File: config.mk
export PLATFORM = sky130hd
export DESIGN_NAME = fwd_bwd_microbatch_grouper
export DESIGN_NICKNAME = d
export VERILOG_FILES = /design/src/fbmg_pkg.sv /design/src/fbmg_ram.sv /design/src/fbmg_count_fifo.sv /design/src/fbmg_out_buf.sv /design/src/fwd_bwd_microbatch_grouper.sv
export VERILOG_INCLUDE_DIRS = /design/src /design/src/src
export SDC_FILE = /design/constraint.sdc
export NUM_CORES = 1
export LEC_CHECK = 0
export BUFFER_PORTS_ARGS = -buffer_cell sky130_fd_sc_hd__buf_4
export CAP_MARGIN = 10
export CORE_MARGIN = 2
export CORE_UTILIZATION = 55
export DETAILED_ROUTE_END_ITERATION = 7
export PLACE_DENSITY_LB_ADDON = 0.08
export REMOVE_ABC_BUFFERS = 1
export SLEW_MARGIN = 40
export SYNTH_ARGS = -nofsm -noshare
export SYNTH_HDL_FRONTEND = slang
export SYNTH_HIERARCHICAL = 1
export SYNTH_SLANG_ARGS = --single-unit
export TNS_END_PERCENT = 30
File: constraint.sdc
create_clock -name clk -period 20.9 [get_ports clk]
set_clock_uncertainty 0.05 [all_clocks]
set_input_delay 4.18 -clock clk [delete_from_list [all_inputs] [get_ports clk]]
set_output_delay 4.18 -clock clk [all_outputs]
set_load 0.02 [all_outputs]
File: src/fwd_bwd_microbatch_grouper_defines.svh
// assertion macros shared by the span grouper modules
`ifndef FWD_BWD_MICROBATCH_GROUPER_DEFINES_SVH
`define FWD_BWD_MICROBATCH_GROUPER_DEFINES_SVH

// same-cycle implication, checked outside reset
`define FBMG_ASSERT_IMPLY(label, clk, rst, cond, prop, msg) \
  label: assert property (@(posedge clk) disable iff (rst) (cond) |-> (prop)) else $error(msg);

// next-cycle implication, checked outside reset
`define FBMG_ASSERT_NEXT(label, clk, rst, cond, prop, msg) \
  label: assert property (@(posedge clk) disable iff (rst) (cond) |=> (prop)) else $error(msg);

`endif

File: src/fbmg_pkg.sv
// shared constants and types of the span grouper
`timescale 1ns / 1ps
`default_nettype none
package fbmg_pkg;

  localparam int FIFO_DEPTH = 16;
  localparam int TIME_BITS  = 48;
  localparam int TAG_BITS   = 16;
  localparam int COUNT_BITS = 16;
  localparam int PTR_BITS   = (FIFO_DEPTH > 1) ? $clog2(FIFO_DEPTH) : 1;
  localparam int FILL_BITS  = $clog2(FIFO_DEPTH + 1);

  localparam logic [1:0] KIND_EMPTY = 2'd0;
  localparam logic [1:0] KIND_FWD   = 2'd1;
  localparam logic [1:0] KIND_BWD   = 2'd2;

  typedef struct packed {
    logic [1:0]           kind;
    logic [TIME_BITS-1:0] start;
    logic [TIME_BITS-1:0] duration;
    logic [TAG_BITS-1:0]  tag;
    logic                 final_flag;
    logic                 overflow;
  } result_t;

  typedef struct packed {
    logic                  push;
    logic                  pop;
    logic                  flush;
    logic [COUNT_BITS-1:0] data;
  } fifo_req_t;

  typedef struct packed {
    logic                  empty;
    logic                  full;
    logic [COUNT_BITS-1:0] head;
  } fifo_stat_t;

endpackage
`default_nettype wire

File: src/fbmg_ram.sv
// generic single-port-write ram with registered read
`timescale 1ns / 1ps
`default_nettype none
module fbmg_ram #(
  parameter int WIDTH = 16,
  parameter int DEPTH = 16
) (
  input  wire logic                                       clk,
  input  wire logic                                       wr_en,
  input  wire logic [((DEPTH > 1) ? $clog2(DEPTH) : 1)-1:0] wr_addr,
  input  wire logic [WIDTH-1:0]                           wr_data,
  input  wire logic [((DEPTH > 1) ? $clog2(DEPTH) : 1)-1:0] rd_addr,
  output logic      [WIDTH-1:0]                           rd_data
);

  logic [WIDTH-1:0] mem [DEPTH];

  always_ff @(posedge clk) begin
    if (wr_en) begin
      mem[wr_addr] <= wr_data;
    end
    rd_data <= mem[rd_addr];
  end

endmodule
`default_nettype wire

File: src/fbmg_count_fifo.sv
// count queue: pointers around a ram, head entry prefetched with write forwarding
`timescale 1ns / 1ps
`default_nettype none
`include "fwd_bwd_microbatch_grouper_defines.svh"
module fbmg_count_fifo (
  input  wire logic               clk,
  input  wire logic               rst,
  input  wire fbmg_pkg::fifo_req_t req,
  output fbmg_pkg::fifo_stat_t    stat
);
  import fbmg_pkg::*;

  logic [PTR_BITS-1:0]   head;
  logic [PTR_BITS-1:0]   head_next;
  logic [PTR_BITS-1:0]   tail;
  logic [PTR_BITS-1:0]   tail_next;
  logic [FILL_BITS-1:0]  fill;
  logic [FILL_BITS-1:0]  fill_next;
  logic [FILL_BITS-1:0]  fill_pushed;
  logic                  do_push;
  logic                  do_pop;
  logic                  bypass;
  logic [COUNT_BITS-1:0] bypass_data;
  logic [COUNT_BITS-1:0] rd_data;

  function automatic logic [PTR_BITS-1:0] ptr_inc(input logic [PTR_BITS-1:0] p);
    ptr_inc = (p == PTR_BITS'(FIFO_DEPTH - 1)) ? '0 : p + PTR_BITS'(1);
  endfunction

  always_comb begin
    do_push     = req.push && (fill != FILL_BITS'(FIFO_DEPTH));
    fill_pushed = fill + FILL_BITS'(do_push);
    // the pop sees the push of the same item
    do_pop      = req.pop && (fill_pushed != '0);
    head_next   = do_pop ? ptr_inc(head) : head;
    tail_next   = do_push ? ptr_inc(tail) : tail;
    fill_next   = fill_pushed - FILL_BITS'(do_pop);
    if (req.flush) begin
      head_next = '0;
      tail_next = '0;
      fill_next = '0;
    end
  end

  always_ff @(posedge clk) begin
    if (rst) begin
      head   <= '0;
      tail   <= '0;
      fill   <= '0;
      bypass <= 1'b0;
    end else begin
      head   <= head_next;
      tail   <= tail_next;
      fill   <= fill_next;
      // write landing on the entry being read: use the written value
      bypass <= do_push && (tail == head_next);
    end
    bypass_data <= req.data;
  end

  fbmg_ram #(
    .WIDTH(COUNT_BITS),
    .DEPTH(FIFO_DEPTH)
  ) u_ram (
    .clk    (clk),
    .wr_en  (do_push),
    .wr_addr(tail),
    .wr_data(req.data),
    .rd_addr(head_next),
    .rd_data(rd_data)
  );

  assign stat.empty = (fill == '0);
  assign stat.full  = (fill == FILL_BITS'(FIFO_DEPTH));
  assign stat.head  = bypass ? bypass_data : rd_data;

  `FBMG_ASSERT_IMPLY(a_fill_bound, clk, rst, 1'b1, fill <= FILL_BITS'(FIFO_DEPTH), "fill above depth")
  `FBMG_ASSERT_NEXT(a_flush_empty, clk, rst, req.flush, fill == '0 && head == tail, "flush left entries")

endmodule
`default_nettype wire

File: src/fbmg_out_buf.sv
// two-entry output buffer: result register plus skid stage
`timescale 1ns / 1ps
`default_nettype none
module fbmg_out_buf (
  input  wire logic              clk,
  input  wire logic              rst,
  input  wire logic              push,
  input  wire fbmg_pkg::result_t push_data,
  output logic                   room,
  output logic                   out_valid,
  input  wire logic              out_ready,
  output fbmg_pkg::result_t      out_data
);
  import fbmg_pkg::*;

  logic    skid_valid;
  result_t skid_data;
  logic    pop;

  assign pop  = out_valid && out_ready;
  assign room = !skid_valid;

  always_ff @(posedge clk) begin
    if (rst) begin
      out_valid  <= 1'b0;
      skid_valid <= 1'b0;
    end else if (skid_valid) begin
      if (pop) begin
        out_data   <= skid_data;
        skid_valid <= 1'b0;
      end
    end else if (push) begin
      if (!out_valid || pop) begin
        out_data  <= push_data;
        out_valid <= 1'b1;
      end else begin
        skid_data  <= push_data;
        skid_valid <= 1'b1;
      end
    end else if (pop) begin
      out_valid <= 1'b0;
    end
  end

endmodule
`default_nettype wire

File: src/fwd_bwd_microbatch_grouper.sv
// top level of the forward/backward micro-batch span grouper
`timescale 1ns / 1ps
`default_nettype none
`include "fwd_bwd_microbatch_grouper_defines.svh"
// Groups forward and backward trace events into spans, one item per clock. Each accepted
// item is resolved in the cycle it is taken: the held span, the inside count and the
// phase live in registers, and the count queue lives in a 16-entry ram whose head entry
// is read ahead every cycle (with forwarding of a write to that entry), so a push and a
// pop of the same item complete in the cycle it is taken and the next item may follow at once.
// Results pass through a result register and a skid stage; in_ready drops only while
// both are full. A finish item emits the held span with out_final set and returns the
// block, queue and overflow flag included, to its reset state in the same cycle.
module fwd_bwd_microbatch_grouper (
  input  wire logic                           clk,
  input  wire logic                           rst,
  input  wire logic                           in_valid,
  output logic                                in_ready,
  input  wire logic                           command,
  input  wire logic                           is_forward,
  input  wire logic [fbmg_pkg::TIME_BITS-1:0] node_start,
  input  wire logic [fbmg_pkg::TIME_BITS-1:0] node_duration,
  input  wire logic [fbmg_pkg::TAG_BITS-1:0]  node_tag,
  output logic                                out_valid,
  input  wire logic                           out_ready,
  output logic      [1:0]                     out_kind,
  output logic      [fbmg_pkg::TIME_BITS-1:0] out_start,
  output logic      [fbmg_pkg::TIME_BITS-1:0] out_duration,
  output logic      [fbmg_pkg::TAG_BITS-1:0]  out_tag,
  output logic                                out_final,
  output logic                                queue_overflow
);
  import fbmg_pkg::*;

  typedef enum logic [1:0] {
    PH_INIT = 2'd0,
    PH_FWD  = 2'd1,
    PH_BWD  = 2'd2
  } phase_t;

  localparam logic [TIME_BITS-1:0] TIME_MAX = {TIME_BITS{1'b1}};
  localparam logic [COUNT_BITS-1:0] COUNT_MAX = {COUNT_BITS{1'b1}};

  phase_t                phase;
  phase_t                phase_next;
  logic [COUNT_BITS-1:0] count;
  logic [COUNT_BITS-1:0] count_next;
  logic [1:0]            held_kind;
  logic [1:0]            held_kind_next;
  logic [TIME_BITS-1:0]  held_start;
  logic [TIME_BITS-1:0]  held_start_next;
  logic [TIME_BITS-1:0]  held_duration;
  logic [TIME_BITS-1:0]  held_duration_next;
  logic [TAG_BITS-1:0]   held_tag;
  logic [TAG_BITS-1:0]   held_tag_next;
  logic [TIME_BITS:0]    held_end;
  logic [TIME_BITS:0]    held_end_next;
  logic                  overflow_seen;
  logic                  overflow_seen_next;

  logic                  act;
  logic [TIME_BITS:0]    ev_end;
  logic [TIME_BITS+1:0]  ext_diff;
  logic [TIME_BITS-1:0]  ext_duration;
  logic                  ev_inside;
  logic [COUNT_BITS-1:0] pop_value;
  logic                  res_push;
  result_t               res;
  result_t               out_data;
  fifo_req_t             freq;
  fifo_stat_t            fstat;
  logic                  buf_room;

  assign act = in_valid && in_ready;
  assign in_ready = buf_room;

  always_comb begin
    ev_end    = {1'b0, node_start} + {1'b0, node_duration};
    ev_inside = (node_start >= held_start) && (ev_end <= held_end);
    ext_diff  = {1'b0, ev_end} - {2'b00, held_start};
    if (ext_diff[TIME_BITS+1]) begin
      ext_duration = '0;
    end else if (ext_diff[TIME_BITS]) begin
      ext_duration = TIME_MAX;
    end else begin
      ext_duration = ext_diff[TIME_BITS-1:0];
    end
  end

  always_comb begin
    phase_next         = phase;
    count_next         = count;
    held_kind_next     = held_kind;
    held_start_next    = held_start;
    held_duration_next = held_duration;
    held_tag_next      = held_tag;
    held_end_next      = held_end;
    overflow_seen_next = overflow_seen;
    freq               = '0;
    freq.data          = count;
    res_push           = 1'b0;
    res.kind           = held_kind;
    res.start          = held_start;
    res.duration       = held_duration;
    res.tag            = held_tag;
    res.final_flag     = 1'b0;
    res.overflow       = overflow_seen;
    pop_value          = '0;

    if (act) begin
      if (command) begin
        res_push           = 1'b1;
        res.final_flag     = 1'b1;
        freq.flush         = 1'b1;
        phase_next         = PH_INIT;
        count_next         = '0;
        held_kind_next     = KIND_EMPTY;
        held_start_next    = '0;
        held_duration_next = '0;
        held_tag_next      = '0;
        held_end_next      = '0;
        overflow_seen_next = 1'b0;
      end else begin
        unique case (phase)
          PH_FWD: begin
            if (is_forward || !ev_inside) begin
              freq.push          = 1'b1;
              overflow_seen_next = overflow_seen || fstat.full;
              res.overflow       = overflow_seen || fstat.full;
              res_push           = 1'b1;
              held_start_next    = node_start;
              held_duration_next = node_duration;
              held_tag_next      = node_tag;
              held_end_next      = ev_end;
              if (is_forward) begin
                count_next     = '0;
                held_kind_next = KIND_FWD;
              end else begin
                // an empty queue hands back the count pushed just now
                freq.pop       = 1'b1;
                pop_value      = fstat.empty ? count : fstat.head;
                count_next     = pop_value;
                held_kind_next = KIND_BWD;
                phase_next     = PH_BWD;
              end
            end else if (count != COUNT_MAX) begin
              count_next = count + COUNT_BITS'(1);
            end
          end
          PH_BWD: begin
            if (is_forward || count <= COUNT_BITS'(1)) begin
              res_push           = 1'b1;
              freq.pop           = 1'b1;
              pop_value          = fstat.empty ? '0 : fstat.head;
              count_next         = pop_value;
              held_start_next    = node_start;
              held_duration_next = node_duration;
              held_tag_next      = node_tag;
              held_end_next      = ev_end;
              if (is_forward) begin
                held_kind_next = KIND_FWD;
                phase_next     = PH_FWD;
              end else begin
                held_kind_next = KIND_BWD;
              end
            end else begin
              held_duration_next = ext_duration;
              count_next         = count - COUNT_BITS'(1);
            end
          end
          default: begin
            // init: a backward item is dropped
            if (is_forward) begin
              held_kind_next     = KIND_FWD;
              held_start_next    = node_start;
              held_duration_next = node_duration;
              held_tag_next      = node_tag;
              held_end_next      = ev_end;
              count_next         = '0;
              phase_next         = PH_FWD;
            end
          end
        endcase
      end
    end
  end

  always_ff @(posedge clk) begin
    if (rst) begin
      phase         <= PH_INIT;
      count         <= '0;
      held_kind     <= KIND_EMPTY;
      held_start    <= '0;
      held_duration <= '0;
      held_tag      <= '0;
      held_end      <= '0;
      overflow_seen <= 1'b0;
    end else begin
      phase         <= phase_next;
      count         <= count_next;
      held_kind     <= held_kind_next;
      held_start    <= held_start_next;
      held_duration <= held_duration_next;
      held_tag      <= held_tag_next;
      held_end      <= held_end_next;
      overflow_seen <= overflow_seen_next;
    end
  end

  fbmg_count_fifo u_fifo (
    .clk (clk),
    .rst (rst),
    .req (freq),
    .stat(fstat)
  );

  fbmg_out_buf u_out (
    .clk      (clk),
    .rst      (rst),
    .push     (res_push),
    .push_data(res),
    .room     (buf_room),
    .out_valid(out_valid),
    .out_ready(out_ready),
    .out_data (out_data)
  );

  assign out_kind       = out_data.kind;
  assign out_start      = out_data.start;
  assign out_duration   = out_data.duration;
  assign out_tag        = out_data.tag;
  assign out_final      = out_data.final_flag;
  assign queue_overflow = out_data.overflow;

  `FBMG_ASSERT_IMPLY(a_init_empty, clk, rst, phase == PH_INIT, held_kind == KIND_EMPTY, "init phase holds a span")
  `FBMG_ASSERT_IMPLY(a_fwd_kind, clk, rst, phase == PH_FWD, held_kind == KIND_FWD, "forward phase holds a non-forward span")
  `FBMG_ASSERT_NEXT(a_finish_reset, clk, rst, act && command, phase == PH_INIT && !overflow_seen, "finish did not reset")

endmodule
`default_nettype wire

Word-level counts from Yosys, hierarchy flattened
Memories as Yosys holds them, arrays and structs flattened. A register that Yosys moved wholly into a read port is not among the register bits.
Index checks and enable logic that the tools add are counted.
- register bits: 446
- RAM bits: 256
- input bits: 118
- output and inout bits: 118
- logic and storage cells: 162
- memories: 1
- $add $sub $neg: 8
- $lt $le $gt $ge: 3
- equality and inequality tests: 15
- mux-type cells: 78
- bitwise gates (word level): 3
- reductions and logical operators: 27
- memories (name ; depth ; width ; read ports ; clocked after memory_dff ; write ports ; RTL line ; RTL):
    u_fifo.u_ram.mem ; 16 ; 16 ; 1 ; 1 ; 1 ; fbmg_ram.sv:16 ; logic [WIDTH-1:0] mem [DEPTH];
- operator list (kind ; number):
    $mux 48 ; 10
    $mux 116 ; 4
    $mux 16 ; 13
    $mux 49 ; 4
    $pmux 48 s2 ; 2
    $pmux 49 s2 ; 1
    $pmux 16 s2 ; 2
    $sub 49x48->50 ; 1
    $add 48x48->49 ; 1
    $le 49x49->1 ; 1
    $ge 48x48->1 ; 1
    $mux 2 ; 13
    $mux 1 ; 20
    $reduce_and 4->1 ; 5
    $add 16x1->16 const B ; 1
    $le 16x1->1 const B ; 1
    $mux 4 ; 4
    $ne 16x16->1 const B ; 1
    $sub 16x1->16 const B ; 1
    $ne 5x5->1 const B ; 2
    $ne 3x3->1 const B ; 3
    $add 4x1->4 const B ; 2
    $eq 4x4->1 const B ; 2
    $pmux 2 s2 ; 2
    21 further kinds ; 37

Logic depth before layout (Yosys ltp)
Gate-level depths: netlist of run 1.
- depth in word-level cells: 17
- depth in mapped cells: 37
- gate-level depth less buffers: 34

Modules after synthesis
Netlist of run 1, hierarchy kept.
- modules (own cells, without submodules) (module ; instances ; cells an instance ; area each (sq um) ; sequential area each (sq um)):
    fwd_bwd_microbatch_grouper ; 1 ; 2025 ; 15564.9 ; 3643.5
    fbmg_ram ; 1 ; 432 ; 10042.1 ; 8007.7
    fbmg_out_buf ; 1 ; 374 ; 8475.6 ; 7006.7
    fbmg_count_fifo ; 1 ; 150 ; 1467.7 ; 600.6

Least setup slack after synthesis of run 1
Ideal clock, no wire load.
- path type: in2reg
- start: in node_start[0] in the netlist's numbering
- end: reg u_out/skid_data[0] in the netlist's numbering, enable pin
- library setup time: 0.917 ns
- arrival: 20.595 ns
- data required time: 19.933 ns
- path slack: -0.662 ns
- stages: 27
- buffers on the path: 2
- path through: ha_1 fa_1 a21o_1 nand4_1 nand3_1 a32o_1 o21ai_1 o31ai_1 a221oi_2 o21ai_0 o41ai_1 xnor2_1 ha_1 nand2_1 nor2_1 nand4_1 a21oi_1 nor4b_2 o21ai_2 buf_6 buf_2 o21ai_0 a21oi_1 nor2_1 nor2_1 nand2b_1 nor4b_1
- longest elaborated chain between the ends: 10
- elaborated cells between the ends (all ways): 11
- classes of those cells: 1 x add/sub; 2 x order compare; 4 x mux; 4 x reduce/logical
- ends and longest elaborated chain (element ; RTL line ; RTL):
    start: declaration ; fwd_bwd_microbatch_grouper.sv:20 ; input wire logic [fbmg_pkg::TIME_BITS-1:0] node_start,
    $add 48x48->49 ; fwd_bwd_microbatch_grouper.sv:77 ; ev_end = {1'b0, node_start} + {1'b0, node_duration};
    $le 49x49->1 ; fwd_bwd_microbatch_grouper.sv:78 ; ev_inside = (node_start >= held_start) && (ev_end <= held_end);
    $logic_and 1x1->1 * ; fwd_bwd_microbatch_grouper.sv:78 ;
    $logic_not 1->1 * ; fwd_bwd_microbatch_grouper.sv:125 ; if (is_forward || !ev_inside) begin
    $logic_or 1x1->1 * ; fwd_bwd_microbatch_grouper.sv:125 ;
    $mux 1 * ; fwd_bwd_microbatch_grouper.sv:125 ;
    $pmux 1 s2 * ; fwd_bwd_microbatch_grouper.sv:123 ; unique case (phase)
    $mux 1 * ; fwd_bwd_microbatch_grouper.sv:110 ; if (command) begin
    $mux 1 * ; fwd_bwd_microbatch_grouper.sv:109 ; if (act) begin
    via res_push ; fwd_bwd_microbatch_grouper.sv:66 ; logic res_push;
    $reduce_and 4->1 (no source line) * ; - ;
    end signal: assignment ; fbmg_out_buf.sv:37 ; skid_data <= push_data;
    end: declaration ; fbmg_out_buf.sv:17 ; result_t skid_data;
The timed path passes the listed nets; every way through them passes the cells marked *.
A chain may end at the register's enable or synchronous reset.

==> results of run 1 <==
-- synth_stat cells (5+ instances only) --
cell type,instances
nor4_1,9
a211oi_1,23
buf_4,29
o21a_1,11
a22oi_1,137
mux2_2,133
a21boi_0,5
nand2_1,188
o31ai_1,5
mux4_2,54
clkbuf_1,70
a31oi_1,59
or3_1,8
o21ai_0,117
mux2i_1,7
a22o_1,13
xor2_1,41
mux4_1,10
ha_1,204
and4_1,6
inv_1,146
dfxtp_1,230
nand2b_1,19
o21ai_2,9
a221oi_1,10
nand4_1,39
edfxtp_1,488
o22ai_1,6
a21oi_1,159
a21o_1,68
nor2_1,223
or2_2,5
nand3b_1,5
buf_2,35
and2_1,6
xnor2_1,64
nor3_1,38
o21ai_1,25
nand3_1,80
o211ai_1,12
o21bai_1,19
buf_6,12
nor2b_1,19
buf_1,7
and3_1,22
-- layer usage --
| layer | vias to the layer above | share of wire, % | global-route usage, % |
|---|---|---|---|
| met2 | 937 | 49 | 47.8 |
| met5 | - | 0.0094 | 0 |
| li1 | 11700 | - | - |
| met4 | 2 | 3.5 | 10.4 |
| met3 | 207 | 6.0 | 4.57 |
| met1 | 12500 | 42 | 37.7 |
-- critical path, delay by kind of cell --
| kind | cells | cell delay (ps) |
|---|---|---|
| xor gates and xnor gates | 1 | 140 |
| adders and majority gates | 4 | 1200 |
| AOI/OAI and AO/OA | 14 | 3820 |
| and+or+nand+nor | 10 | 2050 |
| buffers and inverters | 4 | 1510 |
| muxes | 2 | 840 |
-- worst paths after layout --
path	to	slack [ps]	depth (start not counted)
min	u_out/skid_data[20]$_DFFE_PP_	410	0
max	u_fifo/u_ram/rd_data[7]$_DFF_P_	7520	35
min reg2reg	u_out/skid_data[20]$_DFFE_PP_	410	0
max reg2reg	u_fifo/u_ram/rd_data[7]$_DFF_P_	13340	24
-- cell families (layout without fill, tap and decap cells) --
| kind of cell | after synthesis | in the layout |
|---|---|---|
| and+or+nand+nor | 699 | 699 |
| muxes | 205 | 205 |
| buffers and inverters | 301 | 568 |
| adders and majority gates | 206 | 206 |
| xor gates and xnor gates | 105 | 105 |
| AOI/OAI and AO/OA | 747 | 747 |
| DFF | 718 | 718 |
-- metrics by stage --
stage               power, W  cell area [um2]
finish               0.00360            40800
CTS                  0.00361            40700
floorplan            0.00201            34700
global route         0.00374            40800
detailed placement   0.00221            38100
global placement     0.00219            38000
-- final cells by class --
cell class / instances / area, um2 / area share (%)
clock buffers: 104 / 2090 / 5.12
clock inverters: 38 / 539 / 1.32
inverters: 146 / 548 / 1.34
multi-input cells: 1962 / 15100 / 37.0
flip-flops and latches: 718 / 19300 / 47.3
well taps: 855 / 1070 / 2.62
repair buffers: 280 / 2150 / 5.27
-- power breakdown --
part           internal (W)  total, W  switching, W
Combinational      0.000246  0.000644      0.000398
Clock              0.000824   0.00141      0.000583
Sequential          0.00153   0.00155     0.0000152
-- state kept, by name, indices dropped and copies added, names as in the netlist --
name                  flops
phase                     2
u_out/skid_data         116
held_tag                 16
u_fifo/u_ram/rd_data     16
u_fifo/tail               4
u_fifo/head               4
u_out/out_valid           1
u_fifo/fill               5
overflow_seen             1
held_start               48
u_fifo/bypass             1
held_duration            48
held_end                 49
u_out/out_data          116
held_kind                 2
u_fifo/bypass_data       16
count                    16
u_fifo/u_ram/mem        256
u_out/skid_valid          1
-- layout by cell type (no fill, tap or decap), types with 23 or more instances in the layout --
cell,count
edfxtp_1,488
buf_4,268
dfxtp_1,215
nor2_1,209
ha_1,204
nand2_1,188
a21oi_1,159
inv_1,145
a22oi_1,137
mux2_2,133
o21ai_0,117
nand3_1,80
clkbuf_16,76
a21o_1,68
xnor2_1,64
a31oi_1,59
mux4_2,54
xor2_1,40
nand4_1,39
nor3_1,34
o21ai_1,23
==> impl_metrics.env, run 1 <==
export IMPL_status="finished clean"
export IMPL_synth_cell_types=101
export IMPL_cp_required_ps=21350
export IMPL_syn_avg_cell_area_um2=11.9
export IMPL_yosys_warnings=6
export IMPL_initial_core_util_pct=55.3
export IMPL_hold_buffers=0
export IMPL_synth_area_leaders="edfxtp_1 41%, dfxtp_1 13%, ha_1 7.2%"
export IMPL_cts_sinks=718
export IMPL_cpPeakStageDelay_ps=710
export IMPL_synth_xor_area_share_pct=2.59
export IMPL_yosys_area_share_adder_pct=7.29
export IMPL_yosysTopAreaCell="edfxtp_1"
export IMPL_drive_above_1_share_pct=21.0
export IMPL_rows=93
export IMPL_setup_worst_path_start="node_start[1]"
export IMPL_whs_ps=406
export IMPL_synth_seq_cells=718
export IMPL_routed_via_density=6.17
export IMPL_drc=0
export IMPL_hold_path_class="flip-flop to flip-flop"
export IMPL_synth_simple_area_share_pct=9.35
export IMPL_fin_ws_ps=7520
export IMPL_cts_tree="yes"
export IMPL_p_leak_nw=14.2
export IMPL_areaGrowthSynthToFinish_pct=14.7
export IMPL_ioPinCount=236
export IMPL_yosysSeqAreaShare_pct=54.2
export IMPL_worstMarginPinSlew_ps=846
export IMPL_syn_area_um2=35600
export IMPL_fin_cells=4103
export IMPL_min_from="held_duration[2]$_SDFFE_PP0P_"
export IMPL_diodes=0
export IMPL_min_period_over_period_pct=64.0
export IMPL_core_um2=64200
export IMPL_die_h_um=258
export IMPL_routedWlPerCell_um=23.4
export IMPL_finalNetCount=3508
export IMPL_dpl_hpwl_mm=64.9
export IMPL_tns_ps=0
export IMPL_drt_iter0_drc=2214
export IMPL_yosysTopAreaCellShare_pct=41.2
export IMPL_rsz0062_at_grt="no"
export IMPL_port_buffers=235
export IMPL_slew_headroom_pct=43.6
export IMPL_place_inst=3960
export IMPL_maxSlewViolCount=0
export IMPL_grt_pass1_vias=25200
export IMPL_setup_viol=0
export IMPL_clock_fmax_mhz=74.8
export IMPL_synth_top_flop_cell="edfxtp_1"
export IMPL_clk_path_buf_depth=3
export IMPL_cp_max_fo=40
export IMPL_crit_arrival_ps=13830
export IMPL_wl_mm=96.2
export IMPL_grt_pass1_wl_mm=147
export IMPL_htree_num_levels=3
export IMPL_cp_start_kind="input pin"
export IMPL_slowest_stage="a2111oi_2"
export IMPL_post_cts_buffers=0
export IMPL_clkTransAtPathRegs_ps=60
export IMPL_finalCriticalPeriod_ps=13380
export IMPL_synth_mux_area_share_pct=8.61
export IMPL_die_w_um=258
export IMPL_drtAntennaViolNets=0
export IMPL_ir_drop_mv=0.0652
export IMPL_pre_cts_slack_ps=6990
export IMPL_fillCellCount=4993
export IMPL_critical_path_class="input pin to flip-flop"
export IMPL_cts_resized=0
export IMPL_synth_compound_area_share_pct=14.1
export IMPL_grt_use_total_pct=28.5
export IMPL_synth_top_family_by_area="compound AO/OA/AOI/OAI gates"
export IMPL_die_area_um2=66700
export IMPL_drv_cap=0
export IMPL_final_util_pct=63.5
export IMPL_grt_max_degree=70
export IMPL_root_buffer="clkbuf_16"
export IMPL_insertion_delay_ps=640
export IMPL_hold_violations=0
export IMPL_synth_edff_count=488
export IMPL_synthArstFlopShare_pct=0
export IMPL_cp_end_kind="flip-flop"
export IMPL_vias=25300
export IMPL_antenna_found_initial=1
export IMPL_firstDrtPassIters=6
export IMPL_powerDensity_nw_per_um2=88.3
export IMPL_cts_made_buffers=76
export IMPL_postSynthCellCount=2981
export IMPL_grt_overflow=0
export IMPL_reg2reg_from="held_start[23]$_SDFFE_PP0P_"
export IMPL_gp_congestion=0.972
Note: power is estimated with default switching activity, not from simulation.
==> run 2, diff against run 1 <==
==> constraint.sdc (replaced) <==
create_clock -name clk -period 13.8 [get_ports clk]
set_clock_uncertainty 0.05 [all_clocks]
set_input_delay 2.76 -clock clk [delete_from_list [all_inputs] [get_ports clk]]
set_output_delay 2.76 -clock clk [all_outputs]
set_load 0.02 [all_outputs]
==> run 2 against run 1 <==
Critical path depth fell by 1. Sequential share of layout area grew 0.21 points. Core utilization fell by 0.29 points. Die area is the same. Count of clock-buffer cells in the layout is 10 lower. Routed wire length is 0.66% lower. Global-route usage fell by 0.066 points. Design area fell by 0.45%. Sequential power up 52%. Register-to-register slack worse by 6500 ps. Critical endpoint is now u_fifo/u_ram/rd_data[4]$_DFF_P_.
==> impl_metrics.env, run 2 (synthesis gave the netlist of run 1 again) <==
export IMPL_dpl_hpwl_mm=65.2
export IMPL_vias=25400
export IMPL_slew_headroom_pct=41.8
export IMPL_cp_max_fo=37
export IMPL_cts_resized=0
export IMPL_diodes=0
export IMPL_cp_required_ps=14250
export IMPL_critical_path_class="input pin to flip-flop"
export IMPL_drc=0
export IMPL_clk_path_buf_depth=3
export IMPL_hold_path_class="flip-flop to flip-flop"
export IMPL_die_area_um2=66700
export IMPL_grt_pass1_vias=25300
export IMPL_cpPeakStageDelay_ps=700
export IMPL_finalCriticalPeriod_ps=11240
export IMPL_ir_drop_mv=0.0846
export IMPL_cts_tree="yes"
export IMPL_rrSetupSlack_ps=6890
export IMPL_port_buffers=235
export IMPL_top_register="u_fifo/u_ram/mem"
export IMPL_min_period_over_period_pct=81.5
export IMPL_crit_arrival_ps=11690
export IMPL_largest_reg_flops=256
export IMPL_slowest_stage="a2111oi_2"
export IMPL_rsz0062_at_grt="no"
export IMPL_cp_start_kind="input pin"
export IMPL_status="finished clean"
export IMPL_drtAntennaViolNets=0
export IMPL_routedWlPerCell_um=23.3
export IMPL_core_um2=64200
export IMPL_rows=93
export IMPL_drv_cap=0
export IMPL_clock_fmax_mhz=89.0
export IMPL_ioPinCount=236
export IMPL_power_w=0.00530
export IMPL_grt_use_total_pct=28.5
export IMPL_clkTransAtPathRegs_ps=60
export IMPL_setup_viol=0
export IMPL_powerDensity_nw_per_um2=131
export IMPL_wl_mm=95.5
export IMPL_grt_pass1_wl_mm=148
export IMPL_firstDrtPassIters=6
export IMPL_hold_violations=0
export IMPL_drt_iter0_drc=2283
export IMPL_die_h_um=258
export IMPL_crit_family="compound AO/OA/AOI/OAI gates"
export IMPL_cts_sinks=718
export IMPL_drive_above_1_share_pct=20.8
export IMPL_grt_overflow=0
export IMPL_htree_num_levels=3
export IMPL_worstMarginPinSlew_ps=872
export IMPL_maxSlewViolCount=0
export IMPL_post_cts_buffers=0
export IMPL_routed_via_density=6.21
export IMPL_insertion_delay_ps=630
export IMPL_p_leak_nw=14.1
export IMPL_cts_made_buffers=75
export IMPL_grt_max_degree=87
export IMPL_final_common_cell="edfxtp_1"
export IMPL_crit_path_frequent_cell="ha_1"
export IMPL_layout_common_cells="488 x edfxtp_1, 260 x buf_4, 218 x dfxtp_1"
export IMPL_critPathBufInv=3
export IMPL_areaGrowthSynthToFinish_pct=14.1
export IMPL_antenna_found_initial=1
export IMPL_initial_core_util_pct=55.3
export IMPL_fillCellCount=5034
export IMPL_die_w_um=258
export IMPL_gp_congestion=0.955
export IMPL_root_buffer="clkbuf_16"
export IMPL_cp_end_kind="flip-flop"
export IMPL_finalNetCount=3504
export IMPL_final_util_pct=63.2
export IMPL_reg_top3="u_fifo/u_ram/mem (256), u_out/out_data (116), u_out/skid_data (116)"
export IMPL_hold_buffers=0
[run 2: path summary, 6_finish.rpt]
kind / from / endpoint / cells past startpoint
setup / recovery: node_start[1] / u_fifo/u_ram/rd_data[4]$_DFF_P_ / 34
hold / removal: held_tag[7]$_SDFFE_PP0P_ / u_out/skid_data[9]$_DFFE_PP_ / 0
setup reg to reg: held_start[0]$_SDFFE_PP0P_ / u_fifo/u_ram/rd_data[4]$_DFF_P_ / 22
hold reg to reg: held_tag[7]$_SDFFE_PP0P_ / u_out/skid_data[9]$_DFFE_PP_ / 0
[run 2: report_power, final]
group / switching, W / internal, W
sequential: 0.0000241 / 0.00232
combinational: 0.000603 / 0.000373
clock: 0.000868 / 0.00111
[run 2: stage by stage]
stage	std cells	hold WS (ps)	setup WS [ps]	TNS (ps)	cell area (um2)
2_1_floorplan	2826	376	-6460	-759760	34700
3_5_place_dp	3957	389	1750	0	38100
6_report	4097	403	2560	0	40600
3_3_place_gp	3949	386	2020	0	38000
5_1_grt	4097	421	1890	0	40600
4_1_cts	4096	400	2360	0	40500
[run 2: layer usage]
metal  vias up  global-route usage [%]  wire length [um]
met4         2                    9.44              2690
met3       178                    3.64              5110
met2       849                    47.6             46500
met1     12700                    38.7             41200
met5         -                       0                 8
li1      11700                       -                 -
[run 2: area by class of cell]
class,count,area (um2),area share (%)
clock buffers,94,1970,4.85
clock inverters,45,428,1.05
repair buffers,277,2190,5.39
inverters,146,548,1.35
flip-flops and latches,718,19300,47.5
multi-input cells,1962,15100,37.2
well taps,855,1070,2.64
==> run 3, diff against run 2 <==
==> constraint.sdc (replaced) <==
create_clock -name clk -period 9.4 [get_ports clk]
set_clock_uncertainty 0.05 [all_clocks]
set_input_delay 1.88 -clock clk [delete_from_list [all_inputs] [get_ports clk]]
set_output_delay 1.88 -clock clk [all_outputs]
set_load 0.02 [all_outputs]
==> run 3 against run 2 <==
Count of clock-buffer cells in the layout is 4 higher. Flip-flop and latch count stayed put. Final cell count is 1.1% higher. Total power is 49% higher. Register-to-register slack worse by 3200 ps. Routed wire length is 0.70% higher. Design area is 1.0% higher. Sequential power is 46% higher. First-iteration DRC count is 2.8% lower. Critical path type unchanged. Largest power group unchanged.
==> impl_metrics.env, run 3 (synthesis gave the netlist of run 1 again) <==
export IMPL_status="finished clean"
export IMPL_cts_made_buffers=75
export IMPL_insertion_delay_ps=640
export IMPL_cp_max_fo=29
export IMPL_reg_top3="u_fifo/u_ram/mem (256), u_out/out_data (116), u_out/skid_data (116)"
export IMPL_swShare_pct=27.9
export IMPL_slowest_stage="mux4_1"
export IMPL_gp_congestion=0.960
export IMPL_grt_max_degree=103
export IMPL_grt_overflow=0
export IMPL_p_clk_share_pct=38.0
export IMPL_rsz0062_at_grt="no"
export IMPL_critical_path_class="input pin to flip-flop"
export IMPL_rrSetupSlack_ps=3710
export IMPL_final_util_pct=63.8
export IMPL_crit_path_frequent_cell="ha_1"
export IMPL_fillCellCount=4930
export IMPL_largest_reg_flops=256
export IMPL_power_switching_w=0.00221
export IMPL_slew_headroom_pct=46.1
export IMPL_drive_above_1_share_pct=21.4
export IMPL_setup_worst_path_start="node_start[0]"
export IMPL_min_period_over_period_pct=93.6
export IMPL_grt_pass1_wl_mm=148
export IMPL_place_area_um2=38400
export IMPL_cp_required_ps=9890
export IMPL_root_buffer="clkbuf_16"
export IMPL_drt_iter0_drc=2219
export IMPL_cp_start_kind="input pin"
export IMPL_timing_rr_end="u_fifo/u_ram/rd_data[6]$_DFF_P_"
export IMPL_htree_num_levels=3
export IMPL_p_leak_nw=14.4
export IMPL_grt_use_total_pct=28.6
export IMPL_rows=93
export IMPL_drc=0
export IMPL_finalCriticalPeriod_ps=8800
export IMPL_seq_area_um2=19300
export IMPL_wl_mm=96.2
export IMPL_vias=25600
export IMPL_tns_ps=0
export IMPL_worstMarginPinSlew_ps=807
export IMPL_clkTransAtPathRegs_ps=60
export IMPL_crit_arrival_ps=9290
export IMPL_ir_drop_mv=0.136
export IMPL_cts_sinks=718
export IMPL_whs_ps=409
export IMPL_reg2reg_from="held_start[31]$_SDFFE_PP0P_"
export IMPL_areaGrowthSynthToFinish_pct=15.3
export IMPL_worstRegToRegCells=22
export IMPL_port_buffers=235
export IMPL_powerDensity_nw_per_um2=193
export IMPL_endpoint="u_fifo/u_ram/rd_data[6]$_DFF_P_"
export IMPL_die_w_um=258
export IMPL_antenna_found_initial=1
export IMPL_final_common_cell="edfxtp_1"
export IMPL_diodes=0
export IMPL_clock_fmax_mhz=114
export IMPL_core_um2=64200
export IMPL_firstDrtPassIters=6
export IMPL_multi_input_area_um2=15000
export IMPL_drv_cap=0
export IMPL_ioPinCount=236
export IMPL_grt_pass1_vias=25800
export IMPL_dpl_hpwl_mm=65.8
export IMPL_final_area_um2=41000
export IMPL_routed_via_density=6.18
export IMPL_routedWlPerCell_um=23.2
export IMPL_setup_viol=0
export IMPL_maxSlewViolCount=0
export IMPL_cts_tree="yes"
export IMPL_p_int_w=0.00570
export IMPL_top_register="u_fifo/u_ram/mem"
export IMPL_cp_end_kind="flip-flop"
export IMPL_layout_common_cells="488 x edfxtp_1, 304 x buf_4, 222 x nor2_1"
export IMPL_drtAntennaViolNets=0
export IMPL_combPwrFrac_pct=18.5
export IMPL_hold_violations=0
export IMPL_seqPwrFrac_pct=43.5
export IMPL_cpPeakStageDelay_ps=590
export IMPL_initial_core_util_pct=55.3
export IMPL_die_area_um2=66700
export IMPL_hold_path_class="flip-flop to flip-flop"
export IMPL_finalNetCount=3548
export IMPL_die_h_um=258
export IMPL_clk_path_buf_depth=3
[run 3: critical path, delay by kind of cell]
kind / cells / cell delay (ps)
xor gates and xnor gates: 1 / 190
buffers and inverters: 2 / 400
adders and majority gates: 5 / 1470
and+or+nand+nor: 8 / 1070
AOI/OAI and AO/OA: 15 / 3220
muxes: 3 / 1030
[run 3: per-stage QoR]
| stage | cells | total power (W) | setup WS, ps |
|---|---|---|---|
| 2_1_floorplan | 2826 | 0.00447 | -9980 |
| 3_3_place_gp | 4001 | 0.00492 | 121 |
| 3_5_place_dp | 4001 | 0.00494 | -64.7 |
| 4_1_cts | 4140 | 0.00795 | 555 |
| 5_1_grt | 4141 | 0.00823 | 17.2 |
| 6_report | 4141 | 0.00792 | 600 |
[run 3: cell type report]
cell class,instances,area share (%)
timing repair buffer,321,6.29
inverter,146,1.34
clock buffer,98,4.96
tap,855,2.61
clock inverter,41,1.18
sequential,718,47.0
multi-input combinational,1962,36.6
[run 3: worst min path at each step]
| stage | start | end | slack, ps | cells past startpoint |
|---|---|---|---|---|
| after global routing | held_duration[38]$_SDFFE_PP0P_ | u_out/skid_data[56]$_DFFE_PP_ | 420 | 0 |
| after floorplan | held_kind[0]$_SDFFE_PP0P_ | u_out/skid_data[114]$_DFFE_PP_ | 380 | 0 |
| after detailed placement | held_duration[12]$_SDFFE_PP0P_ | u_out/skid_data[30]$_DFFE_PP_ | 390 | 0 |
| after CTS | held_duration[38]$_SDFFE_PP0P_ | u_out/skid_data[56]$_DFFE_PP_ | 400 | 0 |
| after global placement | held_tag[9]$_SDFFE_PP0P_ | u_out/skid_data[11]$_DFFE_PP_ | 390 | 0 |
| final | held_duration[38]$_SDFFE_PP0P_ | u_out/skid_data[56]$_DFFE_PP_ | 410 | 0 |
[run 3: timing repair]
action / in CTS / in global routing
hold buffers: 0 / 0
gates resized for setup: 0 / 1
setup buffers: 0 / 1
setup endpoints to repair: 0 / 14
[run 3: layer usage]
layer | GRT usage (%) | part of all wire (%) | up-vias
li1 | - | - | 11800
met1 | 38.6 | 43 | 12700
met2 | 47.9 | 49 | 946
met3 | 3.57 | 5.7 | 176
met4 | 10.2 | 3.0 | 2
met5 | 0 | 0.014 | -
[run 3: power by group through the flow]
stage          logic [W]  registers [W]  clock network [W]
6_report         0.00147        0.00344            0.00301
5_1_grt          0.00160        0.00345            0.00318
4_1_cts          0.00145        0.00344            0.00306
3_5_place_dp     0.00143        0.00351                  0
3_3_place_gp     0.00141        0.00351                  0
2_1_floorplan   0.000937        0.00353                  0
